**src/next_fit_id_slot_table_core_defines.svh**
```systemverilog
// Assertion macros used by the slot table datapath.
`ifndef NEXT_FIT_ID_SLOT_TABLE_CORE_DEFINES_SVH
`define NEXT_FIT_ID_SLOT_TABLE_CORE_DEFINES_SVH
`ifndef SYNTHESIS
`define NFIT_ASSERT_IMP(lbl, ante, cons) \
    lbl: assert property (@(posedge clk) disable iff (!rst_n) (ante) |-> (cons)) \
        else $error("slot table assertion failed");
`define NFIT_ASSERT_NXT(lbl, ante, cons) \
    lbl: assert property (@(posedge clk) disable iff (!rst_n) (ante) |=> (cons)) \
        else $error("slot table assertion failed");
`else
`define NFIT_ASSERT_IMP(lbl, ante, cons)
`define NFIT_ASSERT_NXT(lbl, ante, cons)
`endif
`endif

```
**src/nfit_pkg.sv**
```systemverilog
package nfit_pkg;

    localparam int DEFAULT_SLOTS = 256;
    localparam int DATA_W        = 32;
    localparam int USER_W        = 2;
    localparam int ID_W          = 12;
    localparam int OWNER_W       = 16;
    localparam int STATUS_W      = 3;
    localparam int GID_W         = 9;

    typedef enum logic [1:0] {
        OP_ALLOC   = 2'd0,
        OP_RELEASE = 2'd1,
        OP_LOOKUP  = 2'd2
    } op_t;

    localparam logic [STATUS_W-1:0] ST_OK       = 3'd0;
    localparam logic [STATUS_W-1:0] ST_FULL     = 3'd1;
    localparam logic [STATUS_W-1:0] ST_SAME     = 3'd2;
    localparam logic [STATUS_W-1:0] ST_MISMATCH = 3'd3;
    localparam logic [STATUS_W-1:0] ST_NOTFOUND = 3'd4;

    typedef enum logic [2:0] {
        S_CLEAR,
        S_IDLE,
        S_DECODE,
        S_EVAL,
        S_SCAN,
        S_RESP
    } state_t;

    typedef struct packed {
        logic load;
        logic clr_step;
        logic rd_item;
        logic scan_init;
        logic scan_step;
        logic eval_item;
        logic push_out;
    } ctl_t;

    typedef struct packed {
        logic clr_last;
        logic scan_req;
        logic scan_hit;
        logic scan_full;
        logic out_free;
    } stat_t;

endpackage

```
**src/nfit_ctrl.sv**
```systemverilog
module nfit_ctrl (
    input  logic           clk,
    input  logic           rst_n,
    input  logic           s_tvalid,
    output logic           s_tready,
    input  nfit_pkg::stat_t stat,
    output nfit_pkg::ctl_t  ctl
);

    nfit_pkg::state_t state_reg;
    nfit_pkg::state_t state_next;

    always_ff @(posedge clk or negedge rst_n)
    begin
        if (!rst_n)
        begin
            state_reg <= nfit_pkg::S_CLEAR;
        end
        else
        begin
            state_reg <= state_next;
        end
    end

    always_comb
    begin
        state_next = state_reg;
        ctl        = '0;
        s_tready   = 1'b0;
        case (state_reg)
            nfit_pkg::S_CLEAR:
            begin
                ctl.clr_step = 1'b1;
                if (stat.clr_last)
                begin
                    state_next = nfit_pkg::S_IDLE;
                end
            end
            nfit_pkg::S_IDLE:
            begin
                s_tready = 1'b1;
                if (s_tvalid)
                begin
                    ctl.load   = 1'b1;
                    state_next = nfit_pkg::S_DECODE;
                end
            end
            nfit_pkg::S_DECODE:
            begin
                if (stat.scan_req)
                begin
                    ctl.scan_init = 1'b1;
                    state_next    = nfit_pkg::S_SCAN;
                end
                else
                begin
                    ctl.rd_item = 1'b1;
                    state_next  = nfit_pkg::S_EVAL;
                end
            end
            nfit_pkg::S_EVAL:
            begin
                ctl.eval_item = 1'b1;
                state_next    = nfit_pkg::S_RESP;
            end
            nfit_pkg::S_SCAN:
            begin
                ctl.scan_step = 1'b1;
                if (stat.scan_hit || stat.scan_full)
                begin
                    state_next = nfit_pkg::S_RESP;
                end
            end
            nfit_pkg::S_RESP:
            begin
                if (stat.out_free)
                begin
                    ctl.push_out = 1'b1;
                    state_next   = nfit_pkg::S_IDLE;
                end
            end
            default:
            begin
                state_next = nfit_pkg::S_IDLE;
            end
        endcase
    end

endmodule

```
**config.mk**
```make
export PLATFORM = sky130hd
export DESIGN_NAME = nfit_ctrl
export DESIGN_NICKNAME = d
export VERILOG_FILES = /design/src/next_fit_id_slot_table_core_defines.svh /design/src/nfit_pkg.sv /design/src/nfit_ctrl.sv
export SDC_FILE = /design/constraint.sdc
export NUM_CORES = 1
export LEC_CHECK = 0
export BUFFER_PORTS_ARGS = -buffer_cell sky130_fd_sc_hd__buf_2
export CORE_AREA = 2 2 39 41
export CTS_CLUSTER_DIAMETER = 150
export DETAILED_ROUTE_END_ITERATION = 16
export DIE_AREA = 0 0 41 43
export PLACE_DENSITY = 0.36
export SYNTH_ARGS = -nofsm -noshare
export SYNTH_HDL_FRONTEND = slang
export SYNTH_SLANG_ARGS = --single-unit
```
**constraint.sdc**
```tcl
create_clock -name clk -period 4.23 [get_ports clk]
set_clock_uncertainty 0.2 [all_clocks]
set_input_delay 0.6345 -clock clk [delete_from_list [all_inputs] [get_ports clk]]
set_output_delay 0.6345 -clock clk [all_outputs]
set_load 0.02 [all_outputs]
```
== After elaboration in Yosys (flattened, before gate mapping) ==
Index checks and enable logic that the tools add are counted.

* Bits in read-only memories: 0
* Word-level logic and storage cells: 30
* Output and inout port bits: 8
* Bits in latches: 0
* Flip-flop bits (word level): 3
* RAM bits: 0
* Memories: 0

* Muxes and demuxes: 17
* Divide/modulo/power cells: 0
* Magnitude comparators: 0
* Multiply operators: 0
* Reductions and logical operators: 3
* Eq/ne operators: 9
* Bitwise operators: 0
* $add $sub $neg: 0
* Shift operators: 0

{| class="wikitable"
|+ Operator list
! operator !! count
|-
| $pmux W3 S6 || 1
|-
| $mux W3 || 5
|-
| $mux W1 || 10
|-
| $ne A2 B2 Y1 const B || 4
|-
| $eq A3 B2 Y1 const B || 2
|-
| $eq A3 B3 Y1 const B || 2
|-
| $reduce_and A4 Y1 || 1
|-
| $eq A3 B1 Y1 const B || 1
|-
| $logic_not A3 Y1 || 1
|-
| $mux W2 || 1
|-
| $logic_or A1 B1 Y1 || 1
|}

== Logic depth before layout (Yosys ltp) ==
Gate-level depths: netlist of run 1.

* Depth after elaboration: 3
* Gate-level depth with buffers: 4

== Least setup slack after synthesis of run 1 ==
No wires, ideal clock.

* Path kind: input -> output
* Start point: input stat[3] (netlist bit)
* End point: output ctl[3] (netlist bit)
* Cell stages on the path: 2
* Data required time: 3.395 ns
* Slack: 2.238 ns
* Buffers on the path: 0
* Data arrival time: 1.157 ns
* Path through: inv_1 nor3_1

{| class="wikitable"
|+ RTL lines
! element !! RTL line !! source
|-
| from (decl) || nfit_ctrl.sv:6 || <nowiki>input nfit_pkg::stat_t stat,</nowiki>
|-
| to (decl) || nfit_ctrl.sv:7 || <nowiki>output nfit_pkg::ctl_t ctl</nowiki>
|}

==> results.py, run 1 <==
metrics = {
    "outcome": {
        "status": "finished, final reports clean",
    },
    "place": {
        "hpwl_um": 430.2,
        "routabilityCongestion": 0.5797,
        "port-buffer-count": 15,
    },
    "synth": {
        "synth_area_um2": 217.7,
        "synth_top_flop_cell": "dfrtp_1",
        "avgSynthCellArea_um2": 8.063,
        "synth_area_leaders": "dfrtp_1, nor3_1, a2bb2oi_2, nor2_1, nand2b_4",
        "synth_most_common_cell": "nor3_1",
        "ys_seq_elements": 3,
        "synth_nets": 35,
        "synth_edf_count": 0,
        "ys_warn_count": 0,
        "synth_cell_type_count": 16,
        "synth_cells": 27,
        "yosys.area.top_type": "dfrtp_1",
        "synth_top_area_share": 0.3448,
        "async_flop_share": 1.000,
        "ys_seq_area_frac": 0.3448,
        "ys_top_cells_by_count": "nor3_1, nor2_1, dfrtp_1",
    },
    "power": {
        "p_leak_nw": 0.1770,
        "p_comb_frac": 0.512,
        "p_int_uw": 131.5,
        "p_switching_uw": 111.6,
        "sequentialPowerShare": 0.288,
        "peakVddDrop_mv": 0.1384,
        "power_density_mw_per_mm2": 706.5,
        "pwr-share-clk": 0.199,
        "power_uw": 243.1,
        "swShare": 0.4591,
    },
    "timing": {
        "finalCriticalPeriod_ns": 2.110,
        "hold_viol": 0,
        "tns_ns": 0,
        "maxSlewViolCount": 0,
        "fmax_ghz": 0.4740,
        "worst_pin_slew_ns": 0.3166,
        "rsz0062_at_grt": "false",
        "setup-violations-final": 0,
        "period_share": 0.4987,
        "slew-limit-headroom": 0.7890,
    },
    "cts": {
        "root_buffer": "clkbuf_4",
        "htree_num_levels": 1,
        "clock-sinks": 3,
        "cts_buffers": 3,
        "clkTransAtPathRegs_ns": 0.03,
        "insertion_delay_ns": 0.23,
        "clockBufferDepth": 2,
        "cts_tree": "built",
        "cts.repair.resized": 0,
    },
    "die": {
        "num_rows": 14,
        "num_io_pins": 16,
        "chipHeight_um": 43,
        "start_util": 0.1573,
        "fp.dieW_um": 41,
        "die_area_mm2": 0.001763,
        "core-area_mm2": 0.001384,
    },
    "finish": {
        "final_net_count": 55,
        "largest_reg_flops": 3,
        "drive_above_1_share": 0.4565,
        "fill_cells": 159,
        "fin_util": 0.2486,
        "seq_area_um2": 75.07,
        "area_delta_synth_final_pct": 58.05,
        "multiInputGateArea_um2": 130.1,
        "n_antenna_cell": 0,
    },
    "route": {
        "drcViolationCount": 0,
        "antenna_left": 0,
        "drt-total-wl_um": 571,
        "drt_iter0_drc": 8,
        "drt-vias-per-instance": 3.919,
        "num_vias": 243,
        "wl_per_cell_um": 9.210,
        "drt_pass1_iterations": 4,
    },
    "worst_setup_path": {
        "reg2reg_from": "state_reg[1]",
        "r2r_cells": 3,
        "critPathKind": "reg2out",
        "required_ns": 3.40,
        "r2r_slack_ns": 2.81,
        "crit_arrival_ns": 1.28,
        "cp-end-kind": "output pin",
        "cp_max_fo": 7,
        "startpoint_type": "flip-flop",
        "startpoint": "state_reg[2]",
    },
    "run": {
        "maxCapViolCount": 0,
    },
    "global_routing": {
        "grt_pass1_vias": 210,
        "antenna_found_initial": 0,
        "grt_pass1_wl_um": 931,
        "grt_overflow_total": 0,
        "grt_use_total": 0.08241,
        "grt_max_degree": 11,
    },
    "hold_path": {
        "worstHoldStart": "state_reg[2]",
        "whs_path_depth": 1,
        "holdCritPathClass": "reg2reg",
    },
}
## power by group through the flow
stage          registers, mW  clock network, mW  logic (mW)
2_1_floorplan         0.0552                  0       0.103
3_3_place_gp          0.0727                  0       0.126
3_5_place_dp          0.0705                  0       0.125
4_1_cts               0.0703             0.0515       0.127
5_1_grt               0.0748             0.0564       0.136
6_report              0.0701             0.0485       0.125
## cell type report
| type | count | area share |
|---|---|---|
| Timing Repair Buffer | 16 | 0.2473 |
| Sequential cell | 3 | 0.2182 |
| Multi-Input combinational cell | 21 | 0.3782 |
| Tap cell | 16 | 0.05818 |
| Clock buffer | 4 | 0.07636 |
| Inverter | 2 | 0.02182 |
## cells by family (layout without fill, tap and decap cells)
family / count (synthesis) / after routing / synth area share
flops: 3 / 3 / 0.3448
buf+inv: 3 / 22 / 0.05746
compound gates: 5 / 5 / 0.1896
simple gates: 16 / 16 / 0.4081
## cells in the final DEF (no fill, tap or decap)
| master | instances |
|---|---|
| clkbuf_1 | 1 |
| buf_2 | 15 |
| dfrtp_1 | 3 |
| a2bb2oi_2 | 1 |
| and2_1 | 1 |
| dlygate4sd3_1 | 1 |
| inv_1 | 2 |
| o21ai_0 | 1 |
| nor2b_1 | 1 |
| o32a_1 | 1 |
| o22ai_1 | 1 |
| nand2_1 | 2 |
| nand2b_2 | 1 |
| a21oi_1 | 1 |
| or2_1 | 1 |
| nand2b_4 | 1 |
| nor2_1 | 4 |
| clkbuf_4 | 3 |
| nor3_1 | 5 |
## critical path: stages, from the launching register on
cell and delay, ns:
dfrtp_1 0.46, nand2b_2 0.26, nor3_1 0.14, buf_2 0.19
## metrics by stage
step,std cells,worst slack (ns),hold slack (ns),cell area (um^2)
finish,62,2.120,0.4000,344.1
global route,62,2.001,0.4421,344.1
CTS,62,2.095,0.4101,344.1
detailed placement,57,2.251,0.2329,307.8
global placement,57,2.246,0.2323,307.8
floorplan,27,2.238,0.1389,217.7
## path summary, 6_finish.rpt
kind / endpoint
max in group asynchronous: state_reg[2]
setup reg to reg: state_reg[0]
min in group asynchronous: state_reg[1]
hold reg to reg: state_reg[1]
hold / removal: state_reg[1]
setup / recovery: ctl[4]
## per-layer routing
metal,vias to the layer above,track usage,part of all wire,routed length (um)
li1,133,-,-,-
met2,12,0.08438,0.40,231
met4,0,0.08000,0,0
met5,-,0,0,0
met3,0,0.03141,0.10,58
met1,98,0.1194,0.49,281
## timing repair
item | in CTS | in global routing
hold endpoints to repair | 3 | 0
setup buffers | 0 | 0
hold buffers | 1 | 0
Power figures use the tool's default switching activity.
==> run 2: changes to the inputs <==
--- a/config.mk
+++ b/config.mk
@@ -5,12 +5,13 @@
 export SDC_FILE = /design/constraint.sdc
 export NUM_CORES = 1
 export LEC_CHECK = 0
+export ABC_AREA = 1
 export BUFFER_PORTS_ARGS = -buffer_cell sky130_fd_sc_hd__buf_2
 export CORE_AREA = 2 2 39 41
 export CTS_CLUSTER_DIAMETER = 150
 export DETAILED_ROUTE_END_ITERATION = 16
 export DIE_AREA = 0 0 41 43
-export PLACE_DENSITY = 0.36
+export PLACE_DENSITY = 0.41
 export SYNTH_ARGS = -nofsm -noshare
 export SYNTH_HDL_FRONTEND = slang
 export SYNTH_SLANG_ARGS = --single-unit
==> constraint.sdc (replaced) <==
create_clock -name clk -period 2.05 [get_ports clk]
set_clock_uncertainty 0.2 [all_clocks]
set_input_delay 0.3075 -clock clk [delete_from_list [all_inputs] [get_ports clk]]
set_output_delay 0.3075 -clock clk [all_outputs]
set_load 0.02 [all_outputs]
==> results.py, run 2 <==
metrics = {
    "cts": {
        "htree_num_levels": 1,
        "cts_buffers": 3,
        "insertion_delay_ns": 0.23,
        "clkTransAtPathRegs_ns": 0.04,
        "cts.repair.resized": 0,
        "cts_tree": "built",
        "root_buffer": "clkbuf_4",
        "clock-sinks": 3,
        "clockBufferDepth": 2,
    },
    "worst_setup_path": {
        "critPathKind": "reg2out",
        "startpoint_type": "flip-flop",
        "cp_max_fo": 7,
        "r2r-end": "state_reg[0]",
        "r2r_slack_ns": 0.69,
        "slowest_delay_ns": 0.42,
        "crit_slowest_cell": "dfrtp_1",
        "worst-path-stages": 4,
        "crit_chain": "inv_1 -> nand3_1 -> nor2_1 -> buf_2",
        "reg2reg_from": "state_reg[1]",
        "crit_family": "flip-flops",
        "setup.worst_path.end": "ctl[6]",
        "cp-end-kind": "output pin",
        "worst-path-buf-inv": 2,
        "r2r_cells": 6,
        "crit_arrival_ns": 1.19,
        "required_ns": 1.54,
        "startpoint": "state_reg[1]",
    },
    "route": {
        "drcViolationCount": 0,
        "num_vias": 340,
        "drt_pass1_iterations": 4,
        "drt-vias-per-instance": 4.146,
        "wl_per_cell_um": 8.171,
        "antenna_left": 0,
        "drt_iter0_drc": 5,
        "drt-total-wl_um": 670,
    },
    "run": {
        "maxCapViolCount": 0,
    },
    "global_routing": {
        "grt_use_total": 0.1035,
        "grt_overflow_total": 0,
        "grt_pass1_wl_mm": 1.200,
        "antenna_found_initial": 0,
        "grt_max_degree": 8,
        "grt_pass1_vias": 300,
    },
    "synth": {
        "synth_nets": 54,
        "synth_area_um2": 274.0,
        "synth_cell_type_count": 15,
        "synth_top_area_share": 0.2740,
        "ys_seq_area_frac": 0.2740,
        "synth_top_flop_cell": "dfrtp_1",
        "synth_cells": 46,
        "synth_area_leaders": "dfrtp_1, inv_1, nand2_1, nor2_1, nand3_1",
        "avgSynthCellArea_um2": 5.957,
        "synth_edf_count": 0,
        "ys_warn_count": 0,
        "async_flop_share": 1.000,
        "yosys.area.top_type": "dfrtp_1",
        "ys_seq_elements": 3,
        "ys_top_cells_by_count": "inv_1, nand2_1, nor2_1",
    },
    "die": {
        "die_area_mm2": 0.001763,
        "core-area_mm2": 0.001384,
        "num_rows": 14,
        "num_io_pins": 16,
        "fp.dieW_um": 41,
        "start_util": 0.1980,
        "chipHeight_um": 43,
    },
    "finish": {
        "largest_reg_flops": 3,
        "area_delta_synth_final_pct": 47.95,
        "drive_above_1_share": 0.4091,
        "mostFrequentLayoutCells": "buf_2, inv_1, nand2_1, nor2_1",
        "mostFrequentLayoutCell": "buf_2",
        "n_antenna_cell": 0,
        "final_net_count": 75,
    },
    "hold_path": {
        "holdCritPathClass": "in2async",
    },
    "timing": {
        "period_share": 0.8265,
        "hold_viol": 0,
        "worst_pin_slew_ns": 0.1878,
        "setup-violations-final": 0,
        "fin_ws_ns": 0.3557,
        "slew-limit-headroom": 0.8748,
        "rsz0062_at_grt": "false",
        "maxSlewViolCount": 0,
        "tns_ns": 0,
        "fmax_ghz": 0.5902,
        "finalCriticalPeriod_ns": 1.694,
    },
    "place": {
        "hpwl_um": 567.8,
        "pre_cts_ws_ns": 0.5861,
        "routabilityCongestion": 0.7191,
        "port-buffer-count": 15,
    },
    "power": {
        "peakVddDrop_mv": 0.4062,
        "p_leak_nw": 0.2585,
        "power_density_mw_per_mm2": 1383,
    },
    "outcome": {
        "status": "finished, final reports clean",
    },
}
-- run 2: cell count changes after synthesis, moves of 3 or more --
cell     change
inv_1        +6
nand2_1      +6
inv_2        +4
nand3_1      +4
nor2_1       +4
nor3_1       -4
nor2_2       +3
-- run 2: cells by family after synthesis --
group / after synthesis / synth area share
compound gates: 3 / 0.05474
buf+inv: 12 / 0.1644
simple gates: 28 / 0.5069
flops: 3 / 0.2740
-- run 2: routing by layer --
metal  global-route usage  up-vias  part of all wire
met5                    0        -                 0
met4              0.08000        0             0.012
met3              0.04188        2             0.097
met2               0.1438       11              0.49
met1               0.1194      147              0.40
li1                     -      180                 -
-- run 2: timing repair --
action | 4_1_cts | 5_1_grt
endpoints found under the hold margin | 3 | 0
buffers inserted | 0 | 0
hold buffers | 1 | 0
-- run 2: power by group --
| part | total, mW | internal, mW | switching [mW] |
|---|---|---|---|
| sequential | 0.122 | 0.0861 | 0.0355 |
| combinational | 0.337 | 0.116 | 0.221 |
| clock | 0.102 | 0.0729 | 0.0294 |
-- run 2: final cells by class --
| class | count | area [um^2] |
|---|---|---|
| Clock buffer | 4 | 26.28 |
| Fill cell | 169 | 978.4 |
| Inverter | 12 | 45.04 |
| Multi-Input combinational cell | 31 | 153.9 |
| Sequential cell | 3 | 75.07 |
| Tap cell | 16 | 20.02 |
| Timing Repair Buffer | 16 | 85.08 |
-- run 2: worst min-delay path by stage --
stage	to	start	cells after the start
floorplan	state_reg[0]	rst_n	0
global placement	state_reg[2]	rst_n	1
detailed placement	state_reg[2]	rst_n	1
CTS	state_reg[2]	rst_n	2
global route	state_reg[1]	rst_n	2
finish	state_reg[1]	rst_n	2
-- run 2: through the flow --
stage | util | power (mW) | instance area [um^2] | instances | hold slack [ns]
detailed placement | 0.2667 | 0.4622 | 369.1 | 77 | -0.09608
floorplan | - | 0.3694 | 274.0 | 46 | -0.1881
CTS | 0.2929 | 0.5710 | 405.4 | 82 | 0.2003
finish | 0.2929 | 0.5608 | 405.4 | 82 | 0.2042
global placement | 0.2667 | 0.4728 | 369.1 | 77 | -0.09417
global route | 0.2929 | 0.6272 | 405.4 | 82 | 0.2126
